[config.mk]
export PLATFORM = sky130hd
export DESIGN_NAME = pulse_beat_rate_detector
export DESIGN_NICKNAME = d
export VERILOG_FILES = /design/src/hw/rtl/pbrd_pkg.sv /design/src/hw/rtl/pbrd_divider.sv /design/src/hw/rtl/pbrd_queue.sv /design/src/hw/rtl/pbrd_front.sv /design/src/hw/rtl/pbrd_back.sv /design/src/hw/rtl/pulse_beat_rate_detector.sv
export SDC_FILE = /design/constraint.sdc
export NUM_CORES = 2
export LEC_CHECK = 0
export ABC_AREA = 1
export BUFFER_PORTS_ARGS = -buffer_cell sky130_fd_sc_hd__buf_2
export CORE_ASPECT_RATIO = 0.75
export CORE_UTILIZATION = 60
export DETAILED_ROUTE_END_ITERATION = 6
export PLACE_DENSITY_LB_ADDON = 0.1
export SLEW_MARGIN = 20
export SYNTH_ARGS = -nofsm -noshare
export SYNTH_HDL_FRONTEND = slang
export SYNTH_SLANG_ARGS = --single-unit
[constraint.sdc]
create_clock -name clock -period 11.1 [get_ports clock]
set_input_delay 2.22 -clock clock [delete_from_list [all_inputs] [get_ports clock]]
set_output_delay 2.22 -clock clock [all_outputs]
set_load 0.02 [all_outputs]
[src/hw/rtl/pbrd_pkg.sv]
// Shared types, constants and register codes of the pulse beat rate detector.
`timescale 1ns / 1ps
package pbrd_pkg;

   localparam int SAMPLE_BITS       = 10;
   localparam int HISTORY_DEPTH_DEF = 10;
   localparam int MAX_RECORDS_DEF   = 20;
   localparam int INTERVAL_BITS     = 12;
   localparam int INTERVAL_MAX      = 4095;
   localparam int RATE_NUMERATOR    = 60000;
   localparam int RATE_BITS         = 16;
   localparam int CSR_INDEX_BITS    = 3;
   localparam int CSR_DATA_BITS     = 12;

   localparam logic [CSR_INDEX_BITS-1:0] CSR_SAMPLE_PERIOD  = 3'd0;
   localparam logic [CSR_INDEX_BITS-1:0] CSR_INIT_THRESHOLD = 3'd1;
   localparam logic [CSR_INDEX_BITS-1:0] CSR_INIT_LEVEL     = 3'd2;
   localparam logic [CSR_INDEX_BITS-1:0] CSR_TROUGH_HOLD    = 3'd3;
   localparam logic [CSR_INDEX_BITS-1:0] CSR_REFRACTORY     = 3'd4;
   localparam logic [CSR_INDEX_BITS-1:0] CSR_TIMEOUT        = 3'd5;
   localparam logic [CSR_INDEX_BITS-1:0] CSR_RECORD_LOW     = 3'd6;
   localparam logic [CSR_INDEX_BITS-1:0] CSR_RECORD_HIGH    = 3'd7;

   typedef struct packed {
      logic [7:0]               sample_period_ms;
      logic [SAMPLE_BITS-1:0]   initial_threshold;
      logic [SAMPLE_BITS-1:0]   initial_level;
      logic [INTERVAL_BITS-1:0] trough_hold_ms;
      logic [INTERVAL_BITS-1:0] refractory_ms;
      logic [INTERVAL_BITS-1:0] timeout_ms;
      logic [7:0]               record_low_bpm;
      logic [7:0]               record_high_bpm;
   } cfg_type;

   localparam cfg_type CFG_RESET = '{
      sample_period_ms:  8'd2,
      initial_threshold: 10'd530,
      initial_level:     10'd512,
      trough_hold_ms:    12'd150,
      refractory_ms:     12'd250,
      timeout_ms:        12'd2500,
      record_low_bpm:    8'd60,
      record_high_bpm:   8'd100
   };

   // What the front end hands to the rate engine for one item.
   typedef struct packed {
      logic                     compute;
      logic                     seed;
      logic                     pulse;
      logic [SAMPLE_BITS-1:0]   threshold;
      logic [INTERVAL_BITS-1:0] interval;
   } job_type;

endpackage

[src/hw/rtl/pbrd_divider.sv]
// Restoring bit-serial unsigned divider, one quotient bit per cycle.
`timescale 1ns / 1ps
module pbrd_divider #(
   parameter int W = 17
) (
   input  logic         clock,
   input  logic         reset,
   input  logic         start,
   input  logic [W-1:0] dividend,
   input  logic [W-1:0] divisor,
   output logic         done,
   output logic [W-1:0] quotient
);

   localparam int CW = $clog2(W + 1);

   logic [W:0]    rem_ff, rem_in;
   logic [W-1:0]  quo_ff, quo_in;
   logic [W-1:0]  div_ff, div_in;
   logic [CW-1:0] cnt_ff, cnt_in;
   logic          busy_ff, busy_in;
   logic          done_ff, done_in;
   logic [W:0]    shifted;
   logic [W+1:0]  diff;
   logic          ge;

   always_comb begin
      shifted = {rem_ff[W-1:0], quo_ff[W-1]};
      diff    = {1'b0, shifted} - {2'b00, div_ff};
      ge      = !diff[W+1];
      rem_in  = rem_ff;
      quo_in  = quo_ff;
      div_in  = div_ff;
      cnt_in  = cnt_ff;
      busy_in = busy_ff;
      done_in = 1'b0;
      if (start) begin
         rem_in  = '0;
         quo_in  = dividend;
         div_in  = divisor;
         cnt_in  = '0;
         busy_in = 1'b1;
      end else if (busy_ff) begin
         rem_in = ge ? diff[W:0] : shifted;
         quo_in = {quo_ff[W-2:0], ge};
         cnt_in = cnt_ff + 1'b1;
         if (cnt_ff == CW'(W - 1)) begin
            busy_in = 1'b0;
            done_in = 1'b1;
         end
      end
   end

   always_ff @(posedge clock) begin
      if (reset) begin
         busy_ff <= 1'b0;
         done_ff <= 1'b0;
         cnt_ff  <= '0;
      end else begin
         busy_ff <= busy_in;
         done_ff <= done_in;
         cnt_ff  <= cnt_in;
      end
      rem_ff <= rem_in;
      quo_ff <= quo_in;
      div_ff <= div_in;
   end

   assign done     = done_ff;
   assign quotient = quo_ff;

endmodule

[src/hw/rtl/pbrd_queue.sv]
// Two-entry job queue between the front end and the rate engine.
`timescale 1ns / 1ps
module pbrd_queue #(
   parameter int DEPTH = 2
) (
   input  logic             clock,
   input  logic             reset,
   input  logic             push,
   input  pbrd_pkg::job_type push_data,
   input  logic             pop,
   output pbrd_pkg::job_type pop_data,
   output logic             full,
   output logic             empty
);

   localparam int PW = (DEPTH > 1) ? $clog2(DEPTH) : 1;
   localparam int CW = $clog2(DEPTH + 1);

   pbrd_pkg::job_type slot_ff [DEPTH];
   logic [PW-1:0] wr_ff, wr_in, rd_ff, rd_in;
   logic [CW-1:0] cnt_ff, cnt_in;
   logic          do_push, do_pop;

   assign full     = (cnt_ff == CW'(DEPTH));
   assign empty    = (cnt_ff == '0);
   assign do_push  = push && !full;
   assign do_pop   = pop && !empty;
   assign pop_data = slot_ff[rd_ff];

   always_comb begin
      wr_in  = wr_ff;
      rd_in  = rd_ff;
      cnt_in = cnt_ff;
      if (do_push) begin
         wr_in = (wr_ff == PW'(DEPTH - 1)) ? '0 : wr_ff + 1'b1;
      end
      if (do_pop) begin
         rd_in = (rd_ff == PW'(DEPTH - 1)) ? '0 : rd_ff + 1'b1;
      end
      if (do_push && !do_pop) begin
         cnt_in = cnt_ff + 1'b1;
      end else if (do_pop && !do_push) begin
         cnt_in = cnt_ff - 1'b1;
      end
   end

   always_ff @(posedge clock) begin
      if (reset) begin
         wr_ff  <= '0;
         rd_ff  <= '0;
         cnt_ff <= '0;
      end else begin
         wr_ff  <= wr_in;
         rd_ff  <= rd_in;
         cnt_ff <= cnt_in;
      end
      if (do_push) begin
         slot_ff[wr_ff] <= push_data;
      end
   end

endmodule

[src/hw/rtl/pbrd_front.sv]
// Front end: millisecond clock, peak and trough tracking, beat and timeout detection.
`timescale 1ns / 1ps
module pbrd_front (
   input  logic                               clock,
   input  logic                               reset,
   input  pbrd_pkg::cfg_type                  cfg,
   input  logic                               accept,
   input  logic [pbrd_pkg::SAMPLE_BITS-1:0]   sample,
   output pbrd_pkg::job_type                  job
);

   localparam int SB = pbrd_pkg::SAMPLE_BITS;
   localparam int IB = pbrd_pkg::INTERVAL_BITS;

   logic [31:0]   time_ff, time_in, last_ff, last_in;
   logic [SB-1:0] peak_ff, peak_in, trough_ff, trough_in, thr_ff, thr_in;
   logic          pulse_ff, pulse_in, first_ff, first_in, second_ff, second_in;

   always_comb begin
      logic [31:0]   time_sum;
      logic [31:0]   n;
      logic [IB-1:0] interval;
      logic          beat;
      logic          armed_only;
      logic signed [SB:0] amp;
      logic signed [SB:0] half;
      logic signed [SB:0] level;

      time_sum   = time_ff + {24'b0, cfg.sample_period_ms};
      n          = time_sum - last_ff;
      interval   = (n > 32'(pbrd_pkg::INTERVAL_MAX)) ? IB'(pbrd_pkg::INTERVAL_MAX) : n[IB-1:0];
      beat       = 1'b0;
      armed_only = 1'b0;
      amp        = '0;
      half       = '0;
      level      = '0;

      time_in   = time_ff;
      last_in   = last_ff;
      peak_in   = peak_ff;
      trough_in = trough_ff;
      thr_in    = thr_ff;
      pulse_in  = pulse_ff;
      first_in  = first_ff;
      second_in = second_ff;

      job.compute   = 1'b0;
      job.seed      = 1'b0;

      if (accept) begin
         time_in = time_sum;
         if (sample < thr_ff && n > {20'b0, cfg.trough_hold_ms} && sample < trough_ff) begin
            trough_in = sample;
         end
         if (sample > thr_ff && sample > peak_ff) begin
            peak_in = sample;
         end
         beat = (n > {20'b0, cfg.refractory_ms}) && (n > {20'b0, cfg.trough_hold_ms})
                && (sample > thr_ff) && !pulse_ff;
         if (beat) begin
            pulse_in = 1'b1;
            last_in  = time_sum;
            if (second_ff) begin
               second_in = 1'b0;
               job.seed  = 1'b1;
            end
            if (first_ff) begin
               // first beat only arms; skip the rest of the step
               first_in   = 1'b0;
               second_in  = 1'b1;
               armed_only = 1'b1;
            end else begin
               job.compute = 1'b1;
            end
         end
         if (!armed_only) begin
            if (sample < thr_ff && pulse_in) begin
               amp   = $signed({1'b0, peak_in}) - $signed({1'b0, trough_in});
               half  = (amp >= 0) ? (amp >>> 1) : -((-amp) >>> 1);
               level = $signed({1'b0, trough_in}) + half;
               pulse_in  = 1'b0;
               thr_in    = level[SB-1:0];
               peak_in   = level[SB-1:0];
               trough_in = level[SB-1:0];
            end
            if (n > {20'b0, cfg.timeout_ms}) begin
               thr_in    = cfg.initial_threshold;
               peak_in   = cfg.initial_level;
               trough_in = cfg.initial_level;
               last_in   = time_sum;
               first_in  = 1'b1;
               second_in = 1'b0;
            end
         end
      end

      job.pulse     = pulse_in;
      job.threshold = thr_in;
      job.interval  = interval;
   end

   always_ff @(posedge clock) begin
      if (reset) begin
         time_ff   <= '0;
         last_ff   <= '0;
         peak_ff   <= pbrd_pkg::CFG_RESET.initial_level;
         trough_ff <= pbrd_pkg::CFG_RESET.initial_level;
         thr_ff    <= pbrd_pkg::CFG_RESET.initial_threshold;
         pulse_ff  <= 1'b0;
         first_ff  <= 1'b1;
         second_ff <= 1'b0;
      end else begin
         time_ff   <= time_in;
         last_ff   <= last_in;
         peak_ff   <= peak_in;
         trough_ff <= trough_in;
         thr_ff    <= thr_in;
         pulse_ff  <= pulse_in;
         first_ff  <= first_in;
         second_ff <= second_in;
      end
   end

endmodule

[src/hw/rtl/pbrd_back.sv]
// Rate engine: interval history, rate and record average through a shared divider.
`timescale 1ns / 1ps
module pbrd_back #(
   parameter int HISTORY_DEPTH = pbrd_pkg::HISTORY_DEPTH_DEF,
   parameter int MAX_RECORDS   = pbrd_pkg::MAX_RECORDS_DEF,
   parameter int CNT_W         = $clog2(MAX_RECORDS + 1)
) (
   input  logic                                 clock,
   input  logic                                 reset,
   input  logic [7:0]                           record_low_bpm,
   input  logic [7:0]                           record_high_bpm,
   input  logic                                 job_ready,
   input  pbrd_pkg::job_type                    job,
   output logic                                 job_pop,
   input  logic                                 rsp_pop,
   output logic                                 rsp_empty,
   output logic [7:0]                           rsp_beats_per_minute,
   output logic                                 rsp_new_rate,
   output logic                                 rsp_in_pulse,
   output logic [pbrd_pkg::SAMPLE_BITS-1:0]     rsp_current_threshold,
   output logic [pbrd_pkg::INTERVAL_BITS-1:0]   rsp_beat_interval,
   output logic [CNT_W-1:0]                     rsp_recorded_count,
   output logic [7:0]                           rsp_recorded_average,
   output logic                                 rsp_average_in_band
);

   localparam int IB    = pbrd_pkg::INTERVAL_BITS;
   localparam int RB    = pbrd_pkg::RATE_BITS;
   localparam int SUM_W = $clog2(HISTORY_DEPTH * pbrd_pkg::INTERVAL_MAX + 1);
   localparam int REC_W = $clog2(MAX_RECORDS * 255 + 1);
   localparam int DIV_A = (SUM_W > REC_W) ? SUM_W : REC_W;
   localparam int DIV_W = (DIV_A > RB) ? DIV_A : RB;
   localparam int IDX_W = $clog2(HISTORY_DEPTH);
   // mean = sum / HISTORY_DEPTH as a multiply by a rounded-up reciprocal
   localparam int MEAN_SH = SUM_W + $clog2(HISTORY_DEPTH);
   localparam int RCP_W   = SUM_W + 2;
   localparam int PROD_W  = SUM_W + RCP_W;
   localparam logic [RCP_W-1:0] MEAN_RCP =
      RCP_W'(((64'd1 << MEAN_SH) + 64'(HISTORY_DEPTH) - 64'd1) / 64'(HISTORY_DEPTH));

   localparam logic [2:0] ST_IDLE      = 3'd0;
   localparam logic [2:0] ST_SUM       = 3'd1;
   localparam logic [2:0] ST_MEAN_GO   = 3'd2;
   localparam logic [2:0] ST_RATE_GO   = 3'd3;
   localparam logic [2:0] ST_RATE_WAIT = 3'd4;
   localparam logic [2:0] ST_RECORD    = 3'd5;
   localparam logic [2:0] ST_AVG_WAIT  = 3'd6;
   localparam logic [2:0] ST_EMIT      = 3'd7;

   logic [2:0]        state_ff, state_in;
   pbrd_pkg::job_type job_ff, job_in;
   logic [IB-1:0]     hist_ff [HISTORY_DEPTH];
   logic              hist_load, hist_seed;
   logic [IDX_W-1:0]  idx_ff, idx_in;
   logic [SUM_W-1:0]  acc_ff, acc_in;
   logic [IB-1:0]     mean_ff, mean_in;
   logic [PROD_W-1:0] mean_prod;
   logic [RB-1:0]     rate_full_ff, rate_full_in;
   logic [7:0]        rate_ff, rate_in;
   logic [REC_W-1:0]  rsum_ff, rsum_in;
   logic [CNT_W-1:0]  rcnt_ff, rcnt_in;
   logic [7:0]        avg_ff, avg_in;
   logic              out_valid_ff, out_valid_in;
   logic              out_load;
   logic              div_start, div_done;
   logic [DIV_W-1:0]  div_dividend, div_divisor, div_quotient;

   pbrd_divider #(.W(DIV_W)) u_divider (
      .clock    (clock),
      .reset    (reset),
      .start    (div_start),
      .dividend (div_dividend),
      .divisor  (div_divisor),
      .done     (div_done),
      .quotient (div_quotient)
   );

   assign mean_prod = PROD_W'(acc_ff) * PROD_W'(MEAN_RCP);

   always_comb begin
      logic in_band;

      state_in     = state_ff;
      job_in       = job_ff;
      idx_in       = idx_ff;
      acc_in       = acc_ff;
      mean_in      = mean_ff;
      rate_full_in = rate_full_ff;
      rate_in      = rate_ff;
      rsum_in      = rsum_ff;
      rcnt_in      = rcnt_ff;
      avg_in       = avg_ff;
      job_pop      = 1'b0;
      hist_load    = 1'b0;
      hist_seed    = 1'b0;
      out_load     = 1'b0;
      div_start    = 1'b0;
      div_dividend = '0;
      div_divisor  = '0;
      in_band      = (rate_full_ff >= {8'b0, record_low_bpm})
                     && (rate_full_ff <= {8'b0, record_high_bpm});

      unique case (state_ff)
         ST_IDLE: begin
            if (job_ready) begin
               job_pop = 1'b1;
               job_in  = job;
               if (job.compute) begin
                  hist_load = 1'b1;
                  hist_seed = job.seed;
                  idx_in    = '0;
                  acc_in    = '0;
                  state_in  = ST_SUM;
               end else begin
                  state_in = ST_EMIT;
               end
            end
         end
         ST_SUM: begin
            acc_in = acc_ff + SUM_W'(hist_ff[idx_ff]);
            idx_in = idx_ff + 1'b1;
            if (idx_ff == IDX_W'(HISTORY_DEPTH - 1)) begin
               state_in = ST_MEAN_GO;
            end
         end
         ST_MEAN_GO: begin
            mean_in  = IB'(mean_prod >> MEAN_SH);
            state_in = ST_RATE_GO;
         end
         ST_RATE_GO: begin
            if (mean_ff == '0) begin
               rate_full_in = RB'(255);
               state_in     = ST_RECORD;
            end else begin
               div_start    = 1'b1;
               div_dividend = DIV_W'(pbrd_pkg::RATE_NUMERATOR);
               div_divisor  = DIV_W'(mean_ff);
               state_in     = ST_RATE_WAIT;
            end
         end
         ST_RATE_WAIT: begin
            if (div_done) begin
               rate_full_in = div_quotient[RB-1:0];
               state_in     = ST_RECORD;
            end
         end
         ST_RECORD: begin
            rate_in = (rate_full_ff > RB'(255)) ? 8'd255 : rate_full_ff[7:0];
            if (in_band && rcnt_ff < CNT_W'(MAX_RECORDS)) begin
               rsum_in      = rsum_ff + REC_W'(rate_full_ff[7:0]);
               rcnt_in      = rcnt_ff + 1'b1;
               div_start    = 1'b1;
               div_dividend = DIV_W'(rsum_in);
               div_divisor  = DIV_W'(rcnt_in);
               state_in     = ST_AVG_WAIT;
            end else begin
               state_in = ST_EMIT;
            end
         end
         ST_AVG_WAIT: begin
            if (div_done) begin
               avg_in   = div_quotient[7:0];
               state_in = ST_EMIT;
            end
         end
         ST_EMIT: begin
            // hold until the output register is free
            if (!out_valid_ff || rsp_pop) begin
               out_load = 1'b1;
               state_in = ST_IDLE;
            end
         end
      endcase

      out_valid_in = out_valid_ff;
      if (out_load) begin
         out_valid_in = 1'b1;
      end else if (rsp_pop) begin
         out_valid_in = 1'b0;
      end
   end

   always_ff @(posedge clock) begin
      if (reset) begin
         state_ff     <= ST_IDLE;
         out_valid_ff <= 1'b0;
         rate_ff      <= '0;
         rsum_ff      <= '0;
         rcnt_ff      <= '0;
         avg_ff       <= '0;
      end else begin
         state_ff     <= state_in;
         out_valid_ff <= out_valid_in;
         rate_ff      <= rate_in;
         rsum_ff      <= rsum_in;
         rcnt_ff      <= rcnt_in;
         avg_ff       <= avg_in;
      end
      job_ff       <= job_in;
      idx_ff       <= idx_in;
      acc_ff       <= acc_in;
      mean_ff      <= mean_in;
      rate_full_ff <= rate_full_in;
      if (hist_load) begin
         for (int i = 0; i < HISTORY_DEPTH; i++) begin
            if (hist_seed || i == HISTORY_DEPTH - 1) begin
               hist_ff[i] <= job.interval;
            end else begin
               hist_ff[i] <= hist_ff[i + 1];
            end
         end
      end
      if (out_load) begin
         rsp_beats_per_minute  <= rate_ff;
         rsp_new_rate          <= job_ff.compute;
         rsp_in_pulse          <= job_ff.pulse;
         rsp_current_threshold <= job_ff.threshold;
         rsp_beat_interval     <= job_ff.interval;
         rsp_recorded_count    <= rcnt_ff;
         rsp_recorded_average  <= avg_ff;
         rsp_average_in_band   <= (avg_ff >= record_low_bpm) && (avg_ff <= record_high_bpm);
      end
   end

   assign rsp_empty = !out_valid_ff;

endmodule

[src/hw/rtl/pulse_beat_rate_detector.sv]
// Pulse sensor beat detector and heart rate estimator, top level.
//
// Samples enter on the req_ queue port: one sample is taken at an edge with
// req_push high and req_full low. Each sample yields exactly one result on the
// rsp_ queue port, shown while rsp_empty is low and taken with rsp_pop.
// The csr_ port writes the eight settings registers, one per edge with csr_we.
//
// The front end classifies a sample in the cycle it is taken and queues a job
// for the rate engine; it accepts a sample per cycle while the two-entry job
// queue has room, and sustained throughput is one sample per engine run.
// A sample without a new rate passes from the job queue through the engine's
// idle and emit states into the result register. A sample that yields a rate
// sums the interval history, forms the mean by reciprocal multiply, then runs
// one serial division for the rate (none when the mean is zero) and, when the
// rate is recorded, one more for the average (DIV_W = 16 at default settings).
// A stalled result port holds the result; the engine then waits and, once the
// queue fills, req_full rises. Synchronous reset empties both ports, returns
// the settings to their defaults and the detector to its unarmed state.
`timescale 1ns / 1ps
module pulse_beat_rate_detector #(
   parameter int HISTORY_DEPTH = pbrd_pkg::HISTORY_DEPTH_DEF,
   parameter int MAX_RECORDS   = pbrd_pkg::MAX_RECORDS_DEF,
   parameter int CNT_W         = $clog2(MAX_RECORDS + 1)
) (
   input  logic                                 clock,
   input  logic                                 reset,
   input  logic                                 req_push,
   output logic                                 req_full,
   input  logic [pbrd_pkg::SAMPLE_BITS-1:0]     req_sample,
   output logic                                 rsp_empty,
   input  logic                                 rsp_pop,
   output logic [7:0]                           rsp_beats_per_minute,
   output logic                                 rsp_new_rate,
   output logic                                 rsp_in_pulse,
   output logic [pbrd_pkg::SAMPLE_BITS-1:0]     rsp_current_threshold,
   output logic [pbrd_pkg::INTERVAL_BITS-1:0]   rsp_beat_interval,
   output logic [CNT_W-1:0]                     rsp_recorded_count,
   output logic [7:0]                           rsp_recorded_average,
   output logic                                 rsp_average_in_band,
   input  logic                                 csr_we,
   input  logic [pbrd_pkg::CSR_INDEX_BITS-1:0]  csr_index,
   input  logic [pbrd_pkg::CSR_DATA_BITS-1:0]   csr_wdata
);

   pbrd_pkg::cfg_type cfg_ff, cfg_in;
   pbrd_pkg::job_type front_job, queue_job;
   logic              accept, queue_empty, job_pop;

   always_comb begin
      cfg_in = cfg_ff;
      if (csr_we) begin
         unique case (csr_index)
            pbrd_pkg::CSR_SAMPLE_PERIOD:  cfg_in.sample_period_ms  = csr_wdata[7:0];
            pbrd_pkg::CSR_INIT_THRESHOLD: cfg_in.initial_threshold = csr_wdata[9:0];
            pbrd_pkg::CSR_INIT_LEVEL:     cfg_in.initial_level     = csr_wdata[9:0];
            pbrd_pkg::CSR_TROUGH_HOLD:    cfg_in.trough_hold_ms    = csr_wdata;
            pbrd_pkg::CSR_REFRACTORY:     cfg_in.refractory_ms     = csr_wdata;
            pbrd_pkg::CSR_TIMEOUT:        cfg_in.timeout_ms        = csr_wdata;
            pbrd_pkg::CSR_RECORD_LOW:     cfg_in.record_low_bpm    = csr_wdata[7:0];
            pbrd_pkg::CSR_RECORD_HIGH:    cfg_in.record_high_bpm   = csr_wdata[7:0];
         endcase
      end
   end

   always_ff @(posedge clock) begin
      if (reset) begin
         cfg_ff <= pbrd_pkg::CFG_RESET;
      end else begin
         cfg_ff <= cfg_in;
      end
   end

   assign accept = req_push && !req_full;

   pbrd_front u_front (
      .clock  (clock),
      .reset  (reset),
      .cfg    (cfg_ff),
      .accept (accept),
      .sample (req_sample),
      .job    (front_job)
   );

   pbrd_queue #(.DEPTH(2)) u_queue (
      .clock     (clock),
      .reset     (reset),
      .push      (accept),
      .push_data (front_job),
      .pop       (job_pop),
      .pop_data  (queue_job),
      .full      (req_full),
      .empty     (queue_empty)
   );

   pbrd_back #(
      .HISTORY_DEPTH (HISTORY_DEPTH),
      .MAX_RECORDS   (MAX_RECORDS),
      .CNT_W         (CNT_W)
   ) u_back (
      .clock                 (clock),
      .reset                 (reset),
      .record_low_bpm        (cfg_ff.record_low_bpm),
      .record_high_bpm       (cfg_ff.record_high_bpm),
      .job_ready             (!queue_empty),
      .job                   (queue_job),
      .job_pop               (job_pop),
      .rsp_pop               (rsp_pop),
      .rsp_empty             (rsp_empty),
      .rsp_beats_per_minute  (rsp_beats_per_minute),
      .rsp_new_rate          (rsp_new_rate),
      .rsp_in_pulse          (rsp_in_pulse),
      .rsp_current_threshold (rsp_current_threshold),
      .rsp_beat_interval     (rsp_beat_interval),
      .rsp_recorded_count    (rsp_recorded_count),
      .rsp_recorded_average  (rsp_recorded_average),
      .rsp_average_in_band   (rsp_average_in_band)
   );

endmodule

==> impl_metrics.ini <==
[clock_network]
cts_buffers = 55
tritoncts = done
clk_pin_slew_ns = 0.07
ctsHoldBuffers = 0
root_buffer = clkbuf_16
cts_resized = 0
cts_setup_buffers = 0
h-tree-depth = 2
cts.sinks = 563
clockBufferDepth = 3
insertion_delay_ns = 0.63

[layout]
area_growth_pct = 8.78
multi_input_area_mm2 = 0.0174
final.fill_count = 4883
seq_area_mm2 = 0.0144
final_nets = 4746
layout-drive-gt1-share = 0.0656

[timing]
finalHoldViolCount = 0
period_needed_ns = 9.61
tightest_slew_ns = 1.10
fmaxAchievable_mhz = 104
setup-tns-final_ns = 0
fin_worst_skew_ns = 0.0252
report.final.slew_viol_count = 0
final-setup-viol-count = 0
timing.final.crit_share = 0.866
slew_headroom = 0.267
grt_setup_unrepaired = false

[synth]
synth_commonest_cells = 782 x inv_1, 771 x nand2_1, 405 x o21ai_0, 378 x a21oi_1, 317 x ha_1
syn-instance-count = 4274
ys_seq_area_frac = 0.410
ys_seq_elements = 563
async_flop_share = 0
synth-edff-count = 316
post_synth_num_cell_types = 53
synth_top_area_frac = 0.270
synth_top_area_cell = edfxtp_1
synth_area_per_cell_um2 = 8.23
synthFlopType = edfxtp_1
synthTopCellsByArea = edfxtp_1 27%, dfxtp_1 14%, ha_1 11%
synth_most_common_cell = inv_1
synth_nets = 4709
synth_warnings = 0
syn_area_mm2 = 0.0352

[floorplanning]
coreArea_mm2 = 0.0577
initial_core_util = 0.610
fp.dieW_um = 282
ioPinCount = 78
row_count = 76
die_h_um = 212
dieArea_mm2 = 0.0596

[route]
drc_errors = 0
viasPerCell = 5.46
first_pass_iters = 5
drt-initial-drc-count = 2570
wl_per_cell_um = 16.6
vias = 28046
antenna_left = 0
wirelength_um = 85100

[placement]
port_buffers = 77
gp_congestion = 0.939
dp_hpwl_um = 62100

[setup_path]
worst_setup_path_end_kind = flip-flop
cp_data_required_time_ns = 11.47
worstSetupPathType = flip-flop to flip-flop
crit_path_max_fanout = 20
critical-path-top-delay-family = simple AND/OR/NAND/NOR gates
worst_path_largest_cell_delay_ns = 0.48
cp.arrival_ns = 9.98
crit_slowest_cell = fa_1
crit_top_cell = nand2_1
cp-start-kind = flip-flop
critPathBufInv = 13

[global_route]
grt_pass1_wl_um = 136000
groute.usage.overall = 0.286
antenna_found_initial = 5
grt_max_degree = 105
overflow = 0
grt_pass1_vias = 26087

[flow_run]
cap_violations = 0

[run_status]
status = finished, final reports clean

[worst_hold_path]
hold_class = flip-flop to flip-flop
-- routing by layer --
metal  routed length [µm]  GRT usage  share of wire
met2                37100      0.442           0.44
met1                40400      0.421           0.47
met3                 5930     0.0433          0.070
met5                   39          0        0.00046
met4                 1610     0.0686          0.019
-- flip-flops by register name (all words and copies together), names as in the netlist, 10 cells and up, named ones only --
register and cells:
u_front.last_ff 32, u_back.rsp_beat_interval 12, u_back.u_divider.quotient 16, u_back.rsp_current_threshold 10, u_back.u_divider.rem_ff 16, u_back.hist_ff 120
u_front.time_ff 32, cfg_ff 80, u_back.rsum_ff 13, u_back.mean_ff 12, u_front.trough_ff 10, u_queue.slot_ff 50
u_back.acc_ff 16, u_front.peak_ff 10, u_front.thr_ff 10, u_back.job_ff 24, u_back.u_divider.div_ff 12, u_back.rate_full_ff 16
-- cells in the final DEF, fill, tap and decap left out, types with 23 or more instances in the layout --
master | netlist | routed
inv_1 | 782 | 781
nand2_1 | 771 | 771
o21ai_0 | 405 | 404
a21oi_1 | 378 | 378
ha_1 | 317 | 317
edfxtp_1 | 316 | 316
nor2_1 | 292 | 287
dfxtp_1 | 247 | 246
nand3_1 | 157 | 156
fa_1 | 88 | 88
buf_2 | 3 | 76
xor2_1 | 64 | 64
clkbuf_16 | 0 | 56
o211ai_1 | 38 | 38
nand4_1 | 28 | 28
buf_4 | 0 | 27
nor3_1 | 25 | 24
nand2_2 | 23 | 23
-- worst reg2reg max path: cells and delay by family, from the launching register on --
family	cells	cell delay (ns)
simple gates	37	4.41
fa+ha+maj	8	2.13
compound gates	7	1.18
buf+inv	13	1.02
flops	1	0.33
xor+xnor	2	0.29
-- path summary, 6_finish.rpt --
kind                                                 start                                     to  slack, ns  cells past startpoint
worst max register to register     cfg_ff[72]$_SDFFE_PP0P_       u_queue.slot_ff[0][21]$_DFFE_PP_       1.49                     67
worst min register to register  u_back.job_ff[6]$_DFFE_PP_  u_back.rsp_beat_interval[6]$_DFFE_PP_       0.41                      0
worst min-delay path            u_back.job_ff[6]$_DFFE_PP_  u_back.rsp_beat_interval[6]$_DFFE_PP_       0.41                      0
worst max-delay path               cfg_ff[72]$_SDFFE_PP0P_       u_queue.slot_ff[0][21]$_DFFE_PP_       1.49                     67
-- layout make-up --
class | count | area share
Antenna cell | 1 | 0.0000654
Clock buffer | 71 | 0.0391
Clock inverter | 32 | 0.0113
Inverter | 797 | 0.0782
Multi-Input combinational cell | 2791 | 0.453
Sequential cell | 563 | 0.377
Tap cell | 780 | 0.0255
Timing Repair Buffer | 103 | 0.0152
-- per-stage QoR --
step | worst slack [ns] | hold slack (ns) | cell area (µm²) | util | std cells
3_3_place_gp | 1.66 | 0.402 | 36300 | 0.630 | 5034
4_1_cts | 1.54 | 0.412 | 38300 | 0.663 | 5137
3_5_place_dp | 1.57 | 0.405 | 36300 | 0.630 | 5034
6_report | 1.49 | 0.409 | 38300 | 0.663 | 5138
2_1_floorplan | 2.62 | 0.400 | 35200 | - | 4274
5_1_grt | 0.249 | 0.425 | 38300 | 0.663 | 5138
-- logic make-up after synthesis --
family | synth area share
flops | 0.410
simple gates | 0.164
xor+xnor | 0.0204
fa+ha+maj | 0.163
buf+inv | 0.0984
compound gates | 0.145
Power is not shown: default switching activity piles up to over one toggle a cycle in this logic, so the estimate is an artifact.
